### src/sv/vam_pkg.sv
package vam_pkg;

  localparam int NUM_VOICES = 8;
  localparam int VIDX_W     = 3;
  localparam int CNT_W      = 4;
  localparam int LVL_W      = 14;

  localparam logic [3:0] ST_NOTE_OFF = 4'h8;
  localparam logic [3:0] ST_NOTE_ON  = 4'h9;
  localparam logic [3:0] ST_POLY_AT  = 4'hA;
  localparam logic [3:0] ST_CTRL     = 4'hB;
  localparam logic [3:0] ST_SYSTEM   = 4'hF;

  localparam logic [7:0] CC_HIRES_VEL  = 8'h58;
  localparam logic [7:0] CC_SOUND_OFF  = 8'h78;
  localparam logic [7:0] CC_NOTES_OFF  = 8'h7B;
  localparam logic [7:0] CC_OMNI_OFF   = 8'h7C;
  localparam logic [7:0] CC_OMNI_ON    = 8'h7D;
  localparam logic [7:0] CC_MONO_ON    = 8'h7E;
  localparam logic [7:0] CC_POLY_ON    = 8'h7F;

  localparam logic [LVL_W-1:0] HALF_LEVEL = 14'd8192;

  localparam logic [1:0] REG_KEY_ROOT  = 2'd0;
  localparam logic [1:0] REG_CHROMATIC = 2'd1;
  localparam logic [1:0] REG_CHANNEL   = 2'd2;

  localparam logic [1:0] GATE_ON  = 2'b01;
  localparam logic [1:0] GATE_OFF = 2'b11;
  localparam logic [1:0] GATE_NIL = 2'b00;

  typedef enum logic [3:0] {
    S_IDLE,
    S_DEC,
    S_SCAN,
    S_ACT,
    S_WR,
    S_REP,
    S_ANO_EMIT,
    S_ANO_PUSH
  } state_t;

  typedef enum logic [1:0] {
    OP_ON,
    OP_OFF,
    OP_PRESS
  } op_t;

  typedef struct packed {
    logic signed [8:0] pitch;
    logic [LVL_W-1:0]  attack;
    logic [LVL_W-1:0]  release_lvl;
    logic [LVL_W-1:0]  pressure;
  } voice_rec_t;

  typedef struct packed {
    logic              rm;
    logic [VIDX_W-1:0] rm_pos;
    logic              push;
    logic [VIDX_W-1:0] push_val;
    logic              clr;
  } q_op_t;

  function automatic logic [3:0] degree_half(input logic [3:0] rem);
    logic [3:0] r;
    begin
      case (rem)
        4'd0:    r = 4'd0;
        4'd1:    r = 4'd1;
        4'd2:    r = 4'd2;
        4'd3:    r = 4'd3;
        4'd4:    r = 4'd4;
        4'd5:    r = 4'd6;
        4'd6:    r = 4'd7;
        4'd7:    r = 4'd8;
        4'd8:    r = 4'd9;
        4'd9:    r = 4'd10;
        4'd10:   r = 4'd11;
        4'd11:   r = 4'd12;
        default: r = 4'd0;
      endcase
      return r;
    end
  endfunction

  // Octave split by reciprocal multiply: x = d + 132 stays in 5..259.
  function automatic logic signed [8:0] to_pitch(input logic [6:0] note,
                                                 input logic [6:0] root,
                                                 input logic       chrom);
    logic signed [7:0] d;
    logic [8:0]        x;
    logic [20:0]       prod;
    logic [4:0]        q;
    logic [8:0]        rem9;
    logic signed [5:0] oct;
    logic signed [8:0] res;
    begin
      d    = $signed({1'b0, note}) - $signed({1'b0, root});
      x    = {d[7], d} + 9'd132;
      prod = {12'd0, x} * 21'd2731;
      q    = prod[19:15];
      rem9 = x - {4'd0, q} * 9'd12;
      oct  = $signed({1'b0, q}) - 6'sd11;
      if (chrom) begin
        res = $signed({d, 1'b0});
      end else begin
        res = $signed({{3{oct[5]}}, oct}) * 9'sd14
            + $signed({5'd0, degree_half(rem9[3:0])});
      end
      return res;
    end
  endfunction

endpackage

### src/sv/midi_voice_allocator_unit.sv
// MIDI voice allocator. Raise start for one cycle while busy is low to hand
// over one item: a three-byte MIDI message (in_func = 0) or a frame tick
// (in_func = 1). Results leave as single-cycle strobes on out_valid and must
// be captured on that cycle: the receiver cannot stall the block, and out_last
// marks the final result of an item. Voice state sits in an eight-entry
// synchronous memory with a registered read port, so a note or aftertouch
// is a read-modify-write sequence. Busy stays high through decode alone for a
// message that does nothing; through decode, a pitch search over eight reads,
// then at most one read and one write for a note or aftertouch; through decode
// and eight reports for a tick; and through decode, a report for each sounding
// voice and a push-back of each for an all-notes-off style controller; the
// next item is taken on the first cycle busy is low.
// Configuration writes (index 0 key root, 1 chromatic, 2 channel) are taken
// whenever busy is low.
module midi_voice_allocator_unit (
  input  logic               clk,
  input  logic               rst_n,
  input  logic               start,
  output logic               busy,
  input  logic               in_func,
  input  logic [7:0]         in_status_byte,
  input  logic [7:0]         in_data_one,
  input  logic [7:0]         in_data_two,
  output logic               out_valid,
  output logic               out_kind,
  output logic [2:0]         out_voice,
  output logic signed [1:0]  out_gate,
  output logic signed [8:0]  out_pitch,
  output logic [13:0]        out_attack_level,
  output logic [13:0]        out_release_level,
  output logic [13:0]        out_pressure_level,
  output logic               out_last,
  input  logic               cfg_valid,
  output logic               cfg_ready,
  input  logic [1:0]         cfg_index,
  input  logic [6:0]         cfg_data
);

  localparam int NV = vam_pkg::NUM_VOICES;
  localparam int VW = vam_pkg::VIDX_W;
  localparam int CW = vam_pkg::CNT_W;

  vam_pkg::state_t state_r, state_nxt;

  // Latched item and working registers.
  logic              func_r;
  logic [7:0]        st_r, d1_r, d2_r;
  vam_pkg::op_t      op_r, op_nxt;
  logic signed [8:0] pitch_r, pitch_nxt;
  logic [13:0]       level_r, level_nxt;
  logic [CW-1:0]     idx_r, idx_nxt;
  logic [CW-1:0]     k_r, k_nxt;
  logic              found_r, found_nxt;
  logic [VW-1:0]     fv_r, fv_nxt;
  logic              match0_r, match0_nxt;
  logic [VW-1:0]     vcur_r, vcur_nxt;

  logic              pfx_valid_r, pfx_valid_nxt;
  logic [6:0]        pfx_r, pfx_nxt;
  logic              omni_r, omni_nxt;
  logic              mono_r, mono_nxt;

  logic [6:0]        key_root_r;
  logic              chromatic_r;
  logic [3:0]        channel_r;

  // Result register.
  logic              ov_r, ov_nxt;
  logic              ok_r, ok_nxt;
  logic [2:0]        ovc_r, ovc_nxt;
  logic [1:0]        og_r, og_nxt;
  vam_pkg::voice_rec_t orec_r, orec_nxt;
  logic              ol_r, ol_nxt;

  // Memory and queues.
  logic                  rd_en, wr_en, mem_clr;
  logic [VW-1:0]         rd_addr, wr_addr;
  vam_pkg::voice_rec_t   rd_data, wr_data;

  vam_pkg::q_op_t        sq_op, pq_op;
  logic [NV-1:0][VW-1:0] sq, pq;
  logic [CW-1:0]         sq_cnt, pq_cnt;
  logic                  sq_hit, pq_hit;
  logic [VW-1:0]         sq_pos, pq_pos;

  vam_mem u_mem (
    .clk     (clk),
    .rst_n   (rst_n),
    .rd_en   (rd_en),
    .rd_addr (rd_addr),
    .rd_data (rd_data),
    .wr_en   (wr_en),
    .wr_addr (wr_addr),
    .wr_data (wr_data),
    .clr     (mem_clr)
  );

  vam_queue #(.FILL_ON_RESET(1'b0)) u_started (
    .clk      (clk),
    .rst_n    (rst_n),
    .op       (sq_op),
    .find_val (fv_r),
    .entries  (sq),
    .cnt      (sq_cnt),
    .find_hit (sq_hit),
    .find_pos (sq_pos)
  );

  vam_queue #(.FILL_ON_RESET(1'b1)) u_stopped (
    .clk      (clk),
    .rst_n    (rst_n),
    .op       (pq_op),
    .find_val (fv_r),
    .entries  (pq),
    .cnt      (pq_cnt),
    .find_hit (pq_hit),
    .find_pos (pq_pos)
  );

  logic [3:0]  hi;
  logic        chan_ok;
  logic [13:0] vel_level;

  assign hi        = st_r[7:4];
  assign chan_ok   = omni_r || hi == vam_pkg::ST_SYSTEM || st_r[3:0] == channel_r;
  assign vel_level = pfx_valid_r ? ({d2_r[6:0], 7'd0} + {7'd0, pfx_r})
                                 : {d2_r[6:0], 7'd0};

  assign busy      = state_r != vam_pkg::S_IDLE;
  assign cfg_ready = !busy;

  // Next state.
  always_comb begin
    state_nxt = state_r;
    case (state_r)
      vam_pkg::S_IDLE: begin
        if (start) state_nxt = vam_pkg::S_DEC;
      end
      vam_pkg::S_DEC: begin
        state_nxt = vam_pkg::S_IDLE;
        if (func_r) begin
          state_nxt = vam_pkg::S_REP;
        end else if (st_r[7] && chan_ok) begin
          case (hi)
            vam_pkg::ST_NOTE_OFF, vam_pkg::ST_NOTE_ON, vam_pkg::ST_POLY_AT: begin
              if (!d1_r[7] && !d2_r[7]) state_nxt = vam_pkg::S_SCAN;
            end
            vam_pkg::ST_CTRL: begin
              if ((d1_r == vam_pkg::CC_SOUND_OFF || d1_r == vam_pkg::CC_NOTES_OFF ||
                   d1_r == vam_pkg::CC_OMNI_OFF || d1_r == vam_pkg::CC_OMNI_ON ||
                   d1_r == vam_pkg::CC_MONO_ON || d1_r == vam_pkg::CC_POLY_ON) &&
                  sq_cnt != '0) begin
                state_nxt = vam_pkg::S_ANO_EMIT;
              end
            end
            default: state_nxt = vam_pkg::S_IDLE;
          endcase
        end
      end
      vam_pkg::S_SCAN: begin
        if (idx_r == CW'(NV)) state_nxt = vam_pkg::S_ACT;
      end
      vam_pkg::S_ACT: begin
        state_nxt = vam_pkg::S_IDLE;
        case (op_r)
          vam_pkg::OP_OFF: begin
            if (mono_r ? match0_r : (found_r && sq_hit)) state_nxt = vam_pkg::S_WR;
          end
          vam_pkg::OP_ON: begin
            if (mono_r || found_r || pq_cnt != '0 || sq_cnt != '0) begin
              state_nxt = vam_pkg::S_WR;
            end
          end
          vam_pkg::OP_PRESS: begin
            if (found_r) state_nxt = vam_pkg::S_WR;
          end
          default: state_nxt = vam_pkg::S_IDLE;
        endcase
      end
      vam_pkg::S_WR:       state_nxt = vam_pkg::S_IDLE;
      vam_pkg::S_REP: begin
        if (idx_r == CW'(NV)) state_nxt = vam_pkg::S_IDLE;
      end
      vam_pkg::S_ANO_EMIT: begin
        if (idx_r == k_r) state_nxt = vam_pkg::S_ANO_PUSH;
      end
      vam_pkg::S_ANO_PUSH: begin
        if (idx_r == CW'(1)) state_nxt = vam_pkg::S_IDLE;
      end
      default: state_nxt = vam_pkg::S_IDLE;
    endcase
  end

  // Datapath, memory and queue control.
  always_comb begin
    op_nxt        = op_r;
    pitch_nxt     = pitch_r;
    level_nxt     = level_r;
    idx_nxt       = idx_r;
    k_nxt         = k_r;
    found_nxt     = found_r;
    fv_nxt        = fv_r;
    match0_nxt    = match0_r;
    vcur_nxt      = vcur_r;
    pfx_valid_nxt = pfx_valid_r;
    pfx_nxt       = pfx_r;
    omni_nxt      = omni_r;
    mono_nxt      = mono_r;

    ov_nxt   = 1'b0;
    ok_nxt   = ok_r;
    ovc_nxt  = ovc_r;
    og_nxt   = og_r;
    orec_nxt = orec_r;
    ol_nxt   = 1'b0;

    rd_en   = 1'b0;
    rd_addr = '0;
    wr_en   = 1'b0;
    wr_addr = vcur_r;
    wr_data = rd_data;
    mem_clr = 1'b0;
    sq_op   = '0;
    pq_op   = '0;

    case (state_r)
      vam_pkg::S_DEC: begin
        pitch_nxt = vam_pkg::to_pitch(d1_r[6:0], key_root_r, chromatic_r);
        idx_nxt   = '0;
        found_nxt = 1'b0;
        fv_nxt    = '0;
        k_nxt     = sq_cnt;
        if (!func_r && st_r[7] && chan_ok) begin
          case (hi)
            vam_pkg::ST_NOTE_OFF, vam_pkg::ST_NOTE_ON: begin
              if (!d1_r[7] && !d2_r[7]) begin
                pfx_valid_nxt = 1'b0;
                if (hi == vam_pkg::ST_NOTE_OFF) begin
                  op_nxt    = vam_pkg::OP_OFF;
                  level_nxt = vel_level;
                end else if (vel_level == '0) begin
                  // velocity zero acts as a release at one half
                  op_nxt    = vam_pkg::OP_OFF;
                  level_nxt = vam_pkg::HALF_LEVEL;
                end else begin
                  op_nxt    = vam_pkg::OP_ON;
                  level_nxt = vel_level;
                end
              end
            end
            vam_pkg::ST_POLY_AT: begin
              op_nxt    = vam_pkg::OP_PRESS;
              level_nxt = {d2_r[6:0], 7'd0};
            end
            vam_pkg::ST_CTRL: begin
              if (!d1_r[7]) begin
                case (d1_r)
                  vam_pkg::CC_HIRES_VEL: begin
                    if (!d2_r[7]) begin
                      pfx_nxt       = d2_r[6:0];
                      pfx_valid_nxt = 1'b1;
                    end
                  end
                  vam_pkg::CC_SOUND_OFF: mem_clr  = 1'b1;
                  vam_pkg::CC_OMNI_OFF:  omni_nxt = 1'b0;
                  vam_pkg::CC_OMNI_ON:   omni_nxt = 1'b1;
                  vam_pkg::CC_MONO_ON:   mono_nxt = 1'b1;
                  vam_pkg::CC_POLY_ON:   mono_nxt = 1'b0;
                  default: ;
                endcase
              end
            end
            default: ;
          endcase
        end
      end

      // Read every entry; compare each one when its registered read data returns.
      vam_pkg::S_SCAN: begin
        if (idx_r < CW'(NV)) begin
          rd_en   = 1'b1;
          rd_addr = idx_r[VW-1:0];
        end
        if (idx_r != '0) begin
          if (rd_data.pitch == pitch_r && !found_r) begin
            found_nxt = 1'b1;
            fv_nxt    = VW'(idx_r - 1'b1);
          end
          if (idx_r == CW'(1)) match0_nxt = rd_data.pitch == pitch_r;
        end
        idx_nxt = idx_r + 1'b1;
      end

      // Pick the voice, update the queues and fetch its record.
      vam_pkg::S_ACT: begin
        vcur_nxt = fv_r;
        case (op_r)
          vam_pkg::OP_OFF: begin
            if (mono_r) begin
              vcur_nxt = '0;
            end else if (found_r && sq_hit) begin
              sq_op.rm       = 1'b1;
              sq_op.rm_pos   = sq_pos;
              pq_op.push     = 1'b1;
              pq_op.push_val = fv_r;
            end
          end
          vam_pkg::OP_ON: begin
            if (mono_r) begin
              vcur_nxt = '0;
            end else if (found_r) begin
              if (sq_hit) begin
                sq_op.rm       = 1'b1;
                sq_op.rm_pos   = sq_pos;
                sq_op.push     = 1'b1;
                sq_op.push_val = fv_r;
              end else if (pq_hit) begin
                pq_op.rm       = 1'b1;
                pq_op.rm_pos   = pq_pos;
                sq_op.push     = 1'b1;
                sq_op.push_val = fv_r;
              end
            end else if (pq_cnt != '0) begin
              // oldest stopped voice
              vcur_nxt       = pq[0];
              pq_op.rm       = 1'b1;
              sq_op.push     = 1'b1;
              sq_op.push_val = pq[0];
            end else begin
              // steal the oldest started voice
              vcur_nxt       = sq[0];
              sq_op.rm       = 1'b1;
              sq_op.push     = 1'b1;
              sq_op.push_val = sq[0];
            end
          end
          default: ;
        endcase
        rd_en   = 1'b1;
        rd_addr = vcur_nxt;
      end

      // Modify the fetched record, write it back and report it unless it is an aftertouch.
      vam_pkg::S_WR: begin
        wr_en   = 1'b1;
        wr_addr = vcur_r;
        case (op_r)
          vam_pkg::OP_ON: begin
            wr_data.pitch  = pitch_r;
            wr_data.attack = level_r;
          end
          vam_pkg::OP_OFF:   wr_data.release_lvl = level_r;
          vam_pkg::OP_PRESS: wr_data.pressure    = level_r;
          default: ;
        endcase
        if (op_r != vam_pkg::OP_PRESS) begin
          ov_nxt   = 1'b1;
          ok_nxt   = 1'b0;
          ovc_nxt  = vcur_r;
          og_nxt   = (op_r == vam_pkg::OP_ON) ? vam_pkg::GATE_ON : vam_pkg::GATE_OFF;
          orec_nxt = wr_data;
          ol_nxt   = 1'b1;
        end
      end

      vam_pkg::S_REP: begin
        if (idx_r < CW'(NV)) begin
          rd_en   = 1'b1;
          rd_addr = idx_r[VW-1:0];
        end
        if (idx_r != '0) begin
          ov_nxt   = 1'b1;
          ok_nxt   = 1'b1;
          ovc_nxt  = VW'(idx_r - 1'b1);
          og_nxt   = vam_pkg::GATE_NIL;
          orec_nxt = rd_data;
          ol_nxt   = idx_r == CW'(NV);
        end
        idx_nxt = idx_r + 1'b1;
      end

      // Release every started voice, oldest first.
      vam_pkg::S_ANO_EMIT: begin
        if (idx_r < k_r) begin
          rd_en    = 1'b1;
          rd_addr  = sq[idx_r[VW-1:0]];
          vcur_nxt = sq[idx_r[VW-1:0]];
        end
        if (idx_r != '0) begin
          ov_nxt   = 1'b1;
          ok_nxt   = 1'b0;
          ovc_nxt  = vcur_r;
          og_nxt   = vam_pkg::GATE_OFF;
          orec_nxt = rd_data;
          ol_nxt   = idx_r == k_r;
        end
        idx_nxt = (idx_r == k_r) ? k_r : idx_r + 1'b1;
      end

      // Move them to the stopped queue, newest first, then empty the started one.
      vam_pkg::S_ANO_PUSH: begin
        pq_op.push     = 1'b1;
        pq_op.push_val = sq[VW'(idx_r - 1'b1)];
        sq_op.clr      = idx_r == CW'(1);
        idx_nxt        = idx_r - 1'b1;
      end

      default: ;
    endcase
  end

  always_ff @(posedge clk) begin
    if (!rst_n) begin
      state_r     <= vam_pkg::S_IDLE;
      pfx_valid_r <= 1'b0;
      omni_r      <= 1'b0;
      mono_r      <= 1'b0;
      ov_r        <= 1'b0;
      key_root_r  <= 7'd60;
      chromatic_r <= 1'b1;
      channel_r   <= 4'd0;
      idx_r       <= '0;
      k_r         <= '0;
      found_r     <= 1'b0;
    end else begin
      state_r     <= state_nxt;
      pfx_valid_r <= pfx_valid_nxt;
      omni_r      <= omni_nxt;
      mono_r      <= mono_nxt;
      ov_r        <= ov_nxt;
      idx_r       <= idx_nxt;
      k_r         <= k_nxt;
      found_r     <= found_nxt;
      if (cfg_valid && cfg_ready) begin
        case (cfg_index)
          vam_pkg::REG_KEY_ROOT:  key_root_r  <= cfg_data;
          vam_pkg::REG_CHROMATIC: chromatic_r <= cfg_data[0];
          vam_pkg::REG_CHANNEL:   channel_r   <= cfg_data[3:0];
          default: ;
        endcase
      end
    end
  end

  // Payload registers: no reset.
  always_ff @(posedge clk) begin
    if (start && !busy) begin
      func_r <= in_func;
      st_r   <= in_status_byte;
      d1_r   <= in_data_one;
      d2_r   <= in_data_two;
    end
    op_r     <= op_nxt;
    pitch_r  <= pitch_nxt;
    level_r  <= level_nxt;
    fv_r     <= fv_nxt;
    match0_r <= match0_nxt;
    vcur_r   <= vcur_nxt;
    pfx_r    <= pfx_nxt;
    ok_r     <= ok_nxt;
    ovc_r    <= ovc_nxt;
    og_r     <= og_nxt;
    orec_r   <= orec_nxt;
    ol_r     <= ol_nxt;
  end

  assign out_valid          = ov_r;
  assign out_kind           = ok_r;
  assign out_voice          = ovc_r;
  assign out_gate           = $signed(og_r);
  assign out_pitch          = orec_r.pitch;
  assign out_attack_level   = orec_r.attack;
  assign out_release_level  = orec_r.release_lvl;
  assign out_pressure_level = orec_r.pressure;
  assign out_last           = ov_r && ol_r;

  // Outside the push-back sweep the two queue counts add up to the number of voices.
  a_queue_partition: assert property (@(posedge clk) disable iff (!rst_n)
    state_r != vam_pkg::S_ANO_PUSH |-> (5'(sq_cnt) + 5'(pq_cnt)) == 5'(NV))
    else $error("voice queues lost or duplicated a voice");

  // An accepted item always leaves idle.
  a_accept_busy: assert property (@(posedge clk) disable iff (!rst_n)
    start && !busy |=> busy)
    else $error("accepted item did not start work");

  // Nothing follows the final result of an item on the next cycle.
  a_last_ends: assert property (@(posedge clk) disable iff (!rst_n)
    out_valid && out_last |=> !out_valid)
    else $error("result after last");

  // Results only come out of work in progress.
  a_result_busy: assert property (@(posedge clk) disable iff (!rst_n)
    out_valid |-> $past(state_r != vam_pkg::S_IDLE))
    else $error("result without an item in work");

endmodule

### src/sv/vam_mem.sv
module vam_mem (
  input  logic                                 clk,
  input  logic                                 rst_n,
  input  logic                                 rd_en,
  input  logic [vam_pkg::VIDX_W-1:0]           rd_addr,
  output vam_pkg::voice_rec_t                  rd_data,
  input  logic                                 wr_en,
  input  logic [vam_pkg::VIDX_W-1:0]           wr_addr,
  input  vam_pkg::voice_rec_t                  wr_data,
  input  logic                                 clr
);

  vam_pkg::voice_rec_t                  mem [vam_pkg::NUM_VOICES];
  logic [vam_pkg::NUM_VOICES-1:0]       valid_r;
  vam_pkg::voice_rec_t                  rd_data_r;

  // An entry never written since reset or a clear reads as zero.
  always_ff @(posedge clk) begin
    if (!rst_n || clr) begin
      valid_r <= '0;
    end else if (wr_en) begin
      valid_r[wr_addr] <= 1'b1;
    end
  end

  always_ff @(posedge clk) begin
    if (wr_en) begin
      mem[wr_addr] <= wr_data;
    end
  end

  always_ff @(posedge clk) begin
    if (rd_en) begin
      rd_data_r <= valid_r[rd_addr] ? mem[rd_addr] : '0;
    end
  end

  assign rd_data = rd_data_r;

endmodule

### src/sv/vam_queue.sv
module vam_queue #(
  parameter bit FILL_ON_RESET = 1'b0
) (
  input  logic                                                   clk,
  input  logic                                                   rst_n,
  input  vam_pkg::q_op_t                                         op,
  input  logic [vam_pkg::VIDX_W-1:0]                             find_val,
  output logic [vam_pkg::NUM_VOICES-1:0][vam_pkg::VIDX_W-1:0]    entries,
  output logic [vam_pkg::CNT_W-1:0]                              cnt,
  output logic                                                   find_hit,
  output logic [vam_pkg::VIDX_W-1:0]                             find_pos
);

  logic [vam_pkg::NUM_VOICES-1:0][vam_pkg::VIDX_W-1:0] q_r, q_nxt;
  logic [vam_pkg::CNT_W-1:0]                           cnt_r, cnt_nxt;

  // Remove first, then append at the shortened tail.
  always_comb begin
    q_nxt   = q_r;
    cnt_nxt = cnt_r;
    if (op.clr) begin
      cnt_nxt = '0;
    end else begin
      if (op.rm && cnt_r != '0) begin
        for (int i = 0; i < vam_pkg::NUM_VOICES - 1; i++) begin
          if (i >= int'(op.rm_pos)) begin
            q_nxt[i] = q_r[i+1];
          end
        end
        cnt_nxt = cnt_r - 1'b1;
      end
      if (op.push && cnt_nxt < vam_pkg::CNT_W'(vam_pkg::NUM_VOICES)) begin
        q_nxt[cnt_nxt[vam_pkg::VIDX_W-1:0]] = op.push_val;
        cnt_nxt = cnt_nxt + 1'b1;
      end
    end
  end

  always_ff @(posedge clk) begin
    if (!rst_n) begin
      for (int i = 0; i < vam_pkg::NUM_VOICES; i++) begin
        q_r[i] <= FILL_ON_RESET ? vam_pkg::VIDX_W'(i) : '0;
      end
      cnt_r <= FILL_ON_RESET ? vam_pkg::CNT_W'(vam_pkg::NUM_VOICES) : '0;
    end else begin
      q_r   <= q_nxt;
      cnt_r <= cnt_nxt;
    end
  end

  // First occupied slot holding the voice.
  always_comb begin
    find_hit = 1'b0;
    find_pos = '0;
    for (int i = vam_pkg::NUM_VOICES - 1; i >= 0; i--) begin
      if (vam_pkg::CNT_W'(i) < cnt_r && q_r[i] == find_val) begin
        find_hit = 1'b1;
        find_pos = vam_pkg::VIDX_W'(i);
      end
    end
  end

  assign entries = q_r;
  assign cnt     = cnt_r;

endmodule

### config.mk
export PLATFORM = sky130hd
export DESIGN_NAME = midi_voice_allocator_unit
export DESIGN_NICKNAME = d
export VERILOG_FILES = /design/src/sv/vam_pkg.sv /design/src/sv/midi_voice_allocator_unit.sv /design/src/sv/vam_mem.sv /design/src/sv/vam_queue.sv
export SDC_FILE = /design/constraint.sdc
export NUM_CORES = 1
export LEC_CHECK = 0
export BUFFER_PORTS_ARGS = -buffer_cell sky130_fd_sc_hd__buf_4
export CAP_MARGIN = 20
export CORE_ASPECT_RATIO = 0.6
export CORE_UTILIZATION = 38
export CTS_CLUSTER_DIAMETER = 60
export DETAILED_ROUTE_END_ITERATION = 8
export GPL_ROUTABILITY_DRIVEN = 1
export SKIP_CTS_REPAIR_TIMING = 1
export SYNTH_ARGS = -nofsm -noshare
export SYNTH_HDL_FRONTEND = slang
export SYNTH_HIERARCHICAL = 1
export SYNTH_SLANG_ARGS = --single-unit
### constraint.sdc
create_clock -name clk -period 24.3 [get_ports clk]
set_input_delay 1.215 -clock clk [delete_from_list [all_inputs] [get_ports clk]]
set_output_delay 1.215 -clock clk [all_outputs]
set_load 0.02 [all_outputs]
Yosys cells after proc, flatten, opt, wreduce, memory -nomap -nowiden --
Memory sizes are Yosys's and may differ from the RTL's. A register that Yosys moved wholly into a read port is not among the register bits. Index checks and enable logic that the tools add are counted.
Cells by class: mux-type cells 187, multipliers 3, add/subtract/negate cells 12, $lt $le $gt $ge 43, eq/ne operators 61, reduce and logical (&&, ||, !) cells 88, bitwise operators 5
Operators by type and width (count):
- $mux 3 | 53
- $mux 51 | 3
- $mux 4 | 30
- $mux 21 | 5
- $pmux 51 s2 | 1
- $mux 14 | 6
- $eq 8x7->1 const B | 7
- $mux 1 | 49
- $bwmux 24 | 2
- $eq 3x3->1 | 16
- $logic_and 1x1->1 | 33
- $lt 3x4->1 const A | 8
- $ne 2x2->1 const B | 16
- $pmux 14 s2 | 1
- $pmux 4 s7 | 1
- $eq 4x4->1 const B | 6
- $lt 3x4->1 const B | 6
- $pmux 4 s2 | 3
- $mux 23 | 1
- $mul 9x12->20 const B | 1
- $reduce_bool 4->1 | 5
- $bmux 3 s3 | 2
- $demux 3 s3 | 2
- $ge 3x3->1 const A | 6
- other kinds (55) | 136
Word-level totals: memories kept 2, bits in registers 215, ROM bits 64, logic and storage cells 451, bits of input ports 38, memory bits (writable) 408
Memories:
- u_mem.mem | depth 8, width 51, read ports 1, clocked after memory_dff 1, write ports 1, line vam_mem.sv:13 | vam_pkg::voice_rec_t mem [vam_pkg::NUM_VOICES];
- (name not given) | depth 16, width 4, read ports 1, clocked after memory_dff 0, write ports 0, line vam_pkg.sv:67 | case (rem)

Logic depth before layout (Yosys ltp) --
Gate-level depths: netlist of the first run.
depth after elaboration 25, gate-level depth with buffers 41, gate-level depth less buffers 41

Modules after synthesis --
The synthesis of the first run kept the hierarchy.
Modules (own cells, without submodules):
- vam_mem | cells an instance 734, times used 1, area each 17416.7 um^2
- midi_voice_allocator_unit | cells an instance 965, times used 1, area each 10466.3 um^2
- vam_queue (u_stopped) | cells an instance 280, times used 1, area each 2307.2 um^2
- vam_queue (u_started) | cells an instance 274, times used 1, area each 2182.1 um^2

Least setup slack after synthesis of the first run --
Ideal clock, no wire load.
path type reg2reg, start register d1_r[1], end register pitch_r[8] (data pin), buffers on the path 0, cell stages (with the launch flop) 36, path slack 15607 ps, arrival 8431 ps, data required time 24038 ps, library setup time 262 ps, clock period less this slack 8693 ps, cells stage by stage edfxtp_1 > ha_1 > nor2b_1 > o31a_1 > or4_1 > o311a_2 > xor2_1 > ha_1 > fa_1 > inv_1 > fa_1 > fa_1 > inv_1 > ha_1 > a2111oi_0 > o221ai_1 > a21oi_1 > nor2b_1 > nor2_1 > xnor2_1 > ha_1 > o21bai_1 > xnor2_1 > inv_1 > ha_1 > inv_1 > fa_1 > inv_1 > ha_1 > a21oi_1 > xnor2_1 > nand3_1 > xnor2_1 > or4_1 > a31oi_1 > a211oi_1
Between the ends: longest elaborated chain between the ends 10, elaborated cells on any way between the ends 12, those cells by class add/sub (5); mul (3); mux (3); memory (1)
RTL lines:
- start: declaration | line midi_voice_allocator_unit.sv:47 | logic [7:0] st_r, d1_r, d2_r;
- start signal: assignment | line midi_voice_allocator_unit.sv:450 | d1_r <= in_data_one;
- $sub 7x7->8 * | line vam_pkg.sv:98 | d = $signed({1'b0, note}) - $signed({1'b0, root});
- $add 9x8->9 | line vam_pkg.sv:99 | x = {d[7], d} + 9'd132;
- $mul 9x12->20 | line vam_pkg.sv:100 | prod = {12'd0, x} * 21'd2731;
- $mul 5x2->2 | line vam_pkg.sv:102 | rem9 = x - {4'd0, q} * 9'd12;
- $sub 4x4->4 | line vam_pkg.sv:102
- $mem_v2 16x4
- $mux 4 | line vam_pkg.sv:104 | if (chrom) begin
- $mux 4 | line midi_voice_allocator_unit.sv:226 | case (state_r)
- $add 9x5->9 | line vam_pkg.sv:108 | + $signed({5'd0, degree_half(rem9[3:0])});
- $mux 9 * | line vam_pkg.sv:104
- end signal: assignment | line midi_voice_allocator_unit.sv:454 | pitch_r <= pitch_nxt;
- end: declaration | line midi_voice_allocator_unit.sv:49 | logic signed [8:0] pitch_r, pitch_nxt;
Mark *: on every way between the ends. The rest lies on a longest branch, timed or not. The select of a mux whose other input is x is not followed. A chain may end at the register's enable or synchronous reset.

Final worst setup path of the first run --
start register d1_r[0], end register pitch_r[8] (data pin)
Same word-level chain as after synthesis.

==> results of run 1 <==
## registers in the layout, summed over array words and instances, names as in the netlist, 9 cells and up
name,cells
out_release_level,14
u_started/entries,24
out_pitch,9
out_pressure_level,14
u_stopped/entries,24
pitch_r,9
out_attack_level,14
level_r,14
u_mem/rd_data,51
u_mem/mem,408
## metrics by stage
step           hold slack, ns  std cells
2_1_floorplan           0.435       2257
6_report                0.472       3536
4_1_cts                 0.469       3535
5_1_grt                 0.498       3536
3_5_place_dp            0.455       3415
3_3_place_gp            0.445       3414
## final cells by class
type / instances / share of cell area
clock inverter: 39 / 0.0134
tap: 1134 / 0.0387
sequential: 673 / 0.526
multi-input combinational: 1349 / 0.333
timing repair buffer: 130 / 0.0272
inverter: 130 / 0.0133
clock buffer: 81 / 0.0478
## cells by family (layout without fill, tap and decap cells)
logic type | Yosys count | in the layout | share of synthesized area
flops | 673 | 673 | 0.596
simple gates | 503 | 503 | 0.0803
mux | 333 | 333 | 0.153
compound gates | 288 | 288 | 0.0605
buf+inv | 235 | 380 | 0.0312
fa+ha+maj | 115 | 115 | 0.0512
xor+xnor | 105 | 105 | 0.0284
other cells | 1 | 5 | 0.000116
## path summary, 6_finish.rpt
check        slack [ns]  cells after the start             start          endpoint
max reg2reg       14.32                     34           d1_r[0]        pitch_r[8]
min reg2reg        0.47                      2  u_mem/valid_r[0]  u_mem/valid_r[0]
min                0.47                      2  u_mem/valid_r[0]  u_mem/valid_r[0]
max               14.32                     34           d1_r[0]        pitch_r[8]
## synth_stat cells (13+ instances only)
master and number:
dfxtp_1 93, ha_1 86, mux2_2 121, nor3_1 33, o21ai_0 74, nand3_1 41, mux4_2 116, nor2_1 160
a211oi_1 23, buf_2 14, o211ai_1 17, xnor2_1 57, and2_1 19, inv_1 128, o31ai_1 13, or4_1 13
xor2_1 48, nand2_1 91, edfxtp_1 580, a21oi_1 58, clkbuf_1 57, buf_1 16, mux2i_1 95, nand2b_1 20
nor2b_1 26, fa_1 29
## worst reg2reg max path, delay by kind of cell (launching register included)
family,cells,cell delay (ns)
AO/OA/AOI/OAI,5,1.36
XOR/XNOR,5,1.36
flip-flops,1,0.39
AND/OR/NAND/NOR,5,1.19
buffers and inverters,7,0.77
adder cells (fa/ha/maj),12,4.66
## routing by layer
metal  up-vias  share of wire  global-route usage
li1       8734              -                   -
met1      9971           0.46               0.264
met2       662           0.46               0.285
met3       103          0.062              0.0337
met4         0          0.017              0.0384
met5         -              0                   0
==> qor.csv, run 1 <==
metric,value,unit
synthCells,2253,
mostFrequentLayoutCells,"edfxtp_1, nor2_1, inv_1, buf_4, mux2_2",
dr.pass1.iters,8,
cp_top_family,adder cells,
dp_slack,14.47,ns
tightest_slew,1.05,ns
ys_warn_count,6,
skew,0.0283,ns
portBuffers,98,
synth_area_leader_cell,edfxtp_1,
critPathCaptureType,flop,
crit_top_cell,inv_1,
synth.top_cell.area_share,0.538,
worstSkewPairLatency,0.62,ns
antenna-diode-count,0,
ys_seq_area_frac,0.596,
cts_made_buffers,67,
yosysUniqueCellTypes,88,
hpwl,48.5,mm
ys.flop_type,edfxtp_1,
dieWidth,379,µm
critPathBufInv,7,
gr-total-overflow,0,
grtUsageTotal,0.182,
grt_max_degree,105,
ff_latch_area,0.0193,mm²
fillCellCount,7432,
clkTransAtPathRegs,0.06,ns
die_h,228,µm
drive_above_1_share,0.218,
syn_area,0.0324,mm²
clock_sinks,673,
gp_congestion,0.873,
period_needed,9.98,ns
core_area,0.0839,mm²
die_area,0.0864,mm²
grt_pass1_vias,19600,
status,finished clean,
period_share,0.411,
multi_input_area,0.0122,mm²
clock_path_buffers,3,
hold_viol,0,
crit_type,flop to flop,
initial_core_util,0.386,
worstPathArrival,10.33,ns
slowest_stage,fa_1,
h-tree-depth,3,
placed_area,0.0344,mm²
cts_tree,yes,
rows,82,
initialDrtViolationCount,2145,
final_common_cell,edfxtp_1,
max_slew_margin,0.301,
final_nets,2504,
num_vias,19500,
fin_area,0.0366,mm²
vias_per_cell,5.51,
ys_top_cells_by_area,"edfxtp_1, mux4_2, dfxtp_1",
io_pins,99,
drc,0,
fin_tns_setup,0,ns
min_path_type,flop to flop,
clock_tree.root_cell,clkbuf_16,
crit_path_start_kind,flop,
max_clock_freq,100,MHz
max_stage_delay,0.63,ns
async_flop_share,0,
required,24.66,ns
path_max_fanout,5,
ys_ff_latch,673,
grt_first_pass_wirelength,120,mm
fin_ws,14.32,ns
ant_nets,0,
drv_cap,0,
wirelength,78.7,mm
area_growth,13.2,%
antenna_found_initial,1,
wl_per_cell,22.3,µm
fin_util,0.436,
synth_edf_count,580,
postSynthAreaPerCell,14.4,µm²
setup_viol,0,
slew_viol_final,0,
rsz0062_at_grt,false,
Power of run 1 is not shown: default switching activity piles up to over one toggle a cycle in this logic, so the estimate is an artifact.
==> run 2: changes to the inputs <==
==> constraint.sdc (replaced) <==
create_clock -name clk -period 9.25 [get_ports clk]
set_input_delay 0.4625 -clock clk [delete_from_list [all_inputs] [get_ports clk]]
set_output_delay 0.4625 -clock clk [all_outputs]
set_load 0.02 [all_outputs]
==> qor.csv, run 2 (synthesis results as in run 1) <==
metric,value,unit,change
r2r_cells,37,,was 34
crit_top_cell,fa_1,,was inv_1
final_common_cell,edfxtp_1,,unchanged
dp_slack,-0.00295,ns,was 14.47 ns
io_pins,99,,unchanged
core_area,0.0839,mm²,unchanged
crit_path_start_kind,flop,,unchanged
worstPathArrival,9.32,ns,was 10.33 ns
worstSkewPairLatency,0.64,ns,was 0.62 ns
clock_tree.root_cell,clkbuf_16,,unchanged
fin_area,0.0372,mm²,was 0.0366 mm²
rrSetupSlack,0.31,ns,was 14.32 ns
hpwl,48.8,mm,was 48.5 mm
portBuffers,98,,unchanged
fillCellCount,7526,,"was 7,432"
regMostFlops,u_mem/mem,,unchanged
multi_input_area,0.0124,mm²,was 0.0122 mm²
fin_util,0.443,,was 0.436
cts_made_buffers,68,,was 67
r2r-end,pitch_r[8],,unchanged
slowest_stage,fa_1,,unchanged
tightest_slew,1.15,ns,was 1.05 ns
status,finished clean,,unchanged
clock_path_buffers,3,,unchanged
period_share,0.966,,was 0.411
required,9.63,ns,was 24.66 ns
dr.pass1.iters,6,,was 8
drv_cap,0,,unchanged
max_slew_margin,0.230,,was 0.301
path_max_fanout,5,,unchanged
initialDrtViolationCount,2075,,"was 2,145"
hold_viol,0,,unchanged
max_stage_delay,0.54,ns,was 0.63 ns
largest_reg_flops,408,,unchanged
reg2reg_from,d1_r[0],,unchanged
drive_above_1_share,0.236,,was 0.218
grt_max_degree,105,,unchanged
clock_sinks,673,,unchanged
holdPathStages,1,,was 2
vias_per_cell,5.44,,was 5.51
gp_congestion,0.883,,was 0.873
mostFrequentLayoutCells,"edfxtp_1, nor2_1, buf_4",,"was edfxtp_1, nor2_1, inv_1, buf_4, mux2_2"
placed_area,0.0345,mm²,was 0.0344 mm²
antenna_found_initial,0,,was 1
cts_tree,yes,,unchanged
h-tree-depth,3,,unchanged
crit_type,flop to flop,,unchanged
fin_tns_setup,0,ns,unchanged
ant_nets,0,,unchanged
area_growth,14.9,%,was 13.2%
timing.hold.worst.start,in_data_one[0],,was u_mem/valid_r[0]
drc,0,,unchanged
period_needed,8.94,ns,was 9.98 ns
slew_viol_final,0,,unchanged
dieWidth,379,µm,unchanged
grtUsageTotal,0.185,,was 0.182
whs_endpoint,d1_r[0],,was u_mem/valid_r[0]
critPathCaptureType,flop,,unchanged
gr-total-overflow,0,,unchanged
skew,0.0347,ns,was 0.0283 ns
fin_ws,0.312,ns,was 14.32 ns
num_vias,19500,,about the same
setup_viol,0,,unchanged
initial_core_util,0.386,,unchanged
max_clock_freq,112,MHz,was 100 MHz
wirelength,79.7,mm,was 78.7 mm
clkTransAtPathRegs,0.06,ns,about the same
ff_latch_area,0.0193,mm²,unchanged
die_area,0.0864,mm²,unchanged
grt_first_pass_wirelength,121,mm,was 120 mm
min_path_type,primary input to flop,,was flop to flop
grt_pass1_vias,19600,,about the same
die_h,228,µm,unchanged
final_nets,2554,,"was 2,504"
wl_per_cell,22.2,µm,was 22.3 µm
rows,82,,unchanged
-- run 2: cell count changes in the layout (fill, tap and decap cells not counted), sizes merged --
cell	change
clkinv	+9
clkinvlp	-1
dlygate4sd3	+24
bufinv	-6
clkbuf	+2
diode	+1
buf	+25
-- run 2: layout make-up --
cell class / count / area share
Clock inverter: 41 / 0.0105
Inverter: 130 / 0.0131
Timing Repair Buffer: 179 / 0.0384
Sequential cell: 673 / 0.518
Tap cell: 1134 / 0.0381
Multi-Input combinational cell: 1349 / 0.334
Clock buffer: 83 / 0.0475
Antenna cell: 1 / 0.0000673
-- run 2: how the worst max path moves through the flow --
| stage | endpoint | slack (ns) | startpoint |
|---|---|---|---|
| after floorplan | pitch_r[8] | 0.56 | d1_r[1] |
| after global placement | pitch_r[8] | 0.16 | d1_r[0] |
| after detailed placement | pitch_r[8] | -0.003 | d1_r[0] |
| after CTS | pitch_r[8] | -0.05 | d1_r[0] |
| after global routing | pitch_r[8] | -0.20 | d1_r[0] |
| final | pitch_r[8] | 0.31 | d1_r[0] |
-- run 2: layer usage --
layer | track usage | part of all wire | vias to the layer above
met3 | 0.0358 | 0.058 | 92
met4 | 0.0408 | 0.018 | 0
met1 | 0.276 | 0.47 | 9998
met5 | 0 | 0 | -
met2 | 0.277 | 0.45 | 570
li1 | - | - | 8854
-- run 2: through the flow --
step / hold slack, ns / instances
after floorplan: 0.435 / 2257
after global placement: 0.445 / 3427
after detailed placement: 0.458 / 3428
after CTS: -0.0287 / 3552
after global routing: 0.00162 / 3589
final: 0.0320 / 3590
-- run 2: critical path, delay by kind of cell (launching register included) --
kind / cells / cell delay, ns
buffers and inverters: 5 / 0.34
and+or+nand+nor: 7 / 1.49
AOI/OAI and AO/OA: 9 / 1.54
DFF: 1 / 0.40
xor gates and xnor gates: 5 / 0.97
adders and majority gates: 11 / 3.94
Power of run 2 is left out for the same reason.
==> run 3: changes to the inputs <==
--- a/config.mk
+++ b/config.mk
@@ -7,11 +7,14 @@
 export LEC_CHECK = 0
 export BUFFER_PORTS_ARGS = -buffer_cell sky130_fd_sc_hd__buf_4
 export CAP_MARGIN = 20
+export CELL_PAD_IN_SITES_DETAIL_PLACEMENT = 0
+export CELL_PAD_IN_SITES_GLOBAL_PLACEMENT = 1
 export CORE_ASPECT_RATIO = 0.6
 export CORE_UTILIZATION = 38
 export CTS_CLUSTER_DIAMETER = 60
 export DETAILED_ROUTE_END_ITERATION = 8
 export GPL_ROUTABILITY_DRIVEN = 1
+export PLACE_DENSITY_LB_ADDON = 0.1
 export SKIP_CTS_REPAIR_TIMING = 1
 export SYNTH_ARGS = -nofsm -noshare
 export SYNTH_HDL_FRONTEND = slang
==> qor.csv, run 3 (synthesis results as in run 1) <==
metric,value,unit,change
slew_viol_final,0,,unchanged
die_h,228,µm,unchanged
core_area,0.0839,mm²,unchanged
max_stage_delay,0.55,ns,was 0.54 ns
dieWidth,379,µm,unchanged
grtUsageTotal,0.196,,was 0.185
finalNonFillerCells,3596,,"was 3,590"
setup_viol,0,,unchanged
worstPathArrival,9.23,ns,was 9.32 ns
period_share,0.956,,was 0.966
wirelength,84.8,mm,was 79.7 mm
area_growth,15.2,%,was 14.9%
critPathCaptureType,flop,,unchanged
hpwl,52.8,mm,was 48.8 mm
status,finished clean,,unchanged
tightest_slew,1.12,ns,was 1.15 ns
cts_tree,yes,,unchanged
max_slew_margin,0.253,,was 0.230
max_clock_freq,113,MHz,was 112 MHz
slowest_stage,fa_1,,unchanged
initial_core_util,0.386,,unchanged
gp_congestion,0.841,,was 0.883
crit_top_cell,fa_1,,unchanged
vias_per_cell,5.41,,was 5.44
drv_cap,0,,unchanged
final_common_cell,edfxtp_1,,unchanged
fillCellCount,7598,,"was 7,526"
required,9.64,ns,was 9.63 ns
num_vias,19500,,about the same
crit_path_start_kind,flop,,unchanged
dr.pass1.iters,6,,unchanged
mostFrequentLayoutCells,"edfxtp_1, buf_4, nor2_1",,"was edfxtp_1, nor2_1, buf_4"
final_nets,2560,,"was 2,554"
clock_tree.root_cell,clkbuf_16,,unchanged
min_path_type,primary input to flop,,unchanged
skew,0.0306,ns,was 0.0347 ns
clock_path_buffers,3,,unchanged
regMostFlops,u_mem/mem,,unchanged
grt_pass1_vias,19300,,"was 19,600"
rows,82,,unchanged
clock_sinks,673,,unchanged
h-tree-depth,3,,unchanged
io_pins,99,,unchanged
worstSkewPairLatency,0.64,ns,about the same
ant_nets,0,,unchanged
period_needed,8.84,ns,was 8.94 ns
crit_type,flop to flop,,unchanged
cts_made_buffers,69,,was 68
die_area,0.0864,mm²,unchanged
clkTransAtPathRegs,0.07,ns,was 0.06 ns
antenna_found_initial,1,,was 0
hold_viol,0,,unchanged
drc,0,,unchanged
initialDrtViolationCount,1604,,"was 2,075"
portBuffers,98,,unchanged
largest_reg_flops,408,,unchanged
grt_max_degree,86,,was 105
drive_above_1_share,0.234,,was 0.236
path_max_fanout,5,,unchanged
wl_per_cell,23.6,µm,was 22.2 µm
grt_first_pass_wirelength,126,mm,was 121 mm
dp.cells,3441,,"was 3,428"
gr-total-overflow,0,,unchanged
==> run 3: cell count changes in the layout (fill, tap and decap cells not counted), sizes merged <==
| cell | before | now |
|---|---|---|
| clkinv | 34 | 24 |
| clkbuf | 83 | 90 |
| buf | 155 | 160 |
| bufinv | 2 | 7 |
| clkinvlp | 3 | 2 |
| diode | 1 | 2 |
| inv | 132 | 131 |
==> run 3: per-layer routing <==
metal  part of all wire  wire length [µm]  vias to the layer above  global-route usage
li1                   -                 -                     8869                   -
met1               0.50             42000                    10000               0.302
met2               0.44             37300                      502               0.287
met3              0.052              4370                       80              0.0385
met4              0.013              1120                        0              0.0367
met5                  0                 0                        -                   0
==> run 3: worst max-delay path, delay by kind of cell (launching register included) <==
| kind | cells | cell delay (ns) |
|---|---|---|
| fa+ha+maj | 11 | 4.01 |
| flops | 1 | 0.41 |
| compound gates | 8 | 1.32 |
| xor+xnor | 4 | 0.66 |
| buf+inv | 6 | 0.51 |
| simple gates | 8 | 1.71 |
==> run 3: final cells by class <==
type | instances | area, µm² | area share
Clock inverter | 34 | 382 | 0.0102
Clock buffer | 90 | 1850 | 0.0495
Inverter | 130 | 488 | 0.0131
Tap cell | 1134 | 1420 | 0.0381
Antenna cell | 2 | 5.00 | 0.000134
Sequential cell | 673 | 19300 | 0.517
Multi-Input combinational cell | 1349 | 12400 | 0.333
Timing Repair Buffer | 184 | 1460 | 0.0391
==> run 3: through the flow <==
stage / setup TNS [ns] / hold slack (ns) / area [µm²] / setup WS (ns) / utilization
after floorplan: 0 / 0.435 / 32400 / 0.557 / -
after global placement: 0 / 0.445 / 34500 / 0.0351 / 0.412
after detailed placement: -0.197 / 0.463 / 34600 / -0.197 / 0.412
after CTS: -0.248 / -0.0506 / 36800 / -0.248 / 0.439
after global routing: -0.0703 / 0.0297 / 37300 / -0.0703 / 0.444
final: 0 / 0.0612 / 37300 / 0.407 / 0.444
==> run 3: final timing paths <==
path,start,cells past startpoint,endpoint,slack [ns]
worst max register to register,d1_r[0],37,pitch_r[8],0.41
worst max-delay path,d1_r[0],37,pitch_r[8],0.41
worst min-delay path,cfg_data[4],3,key_root_r[4],0.06
worst min register to register,u_mem/valid_r[4],2,u_mem/valid_r[4],0.47
Power of run 3 is left out for the same reason.
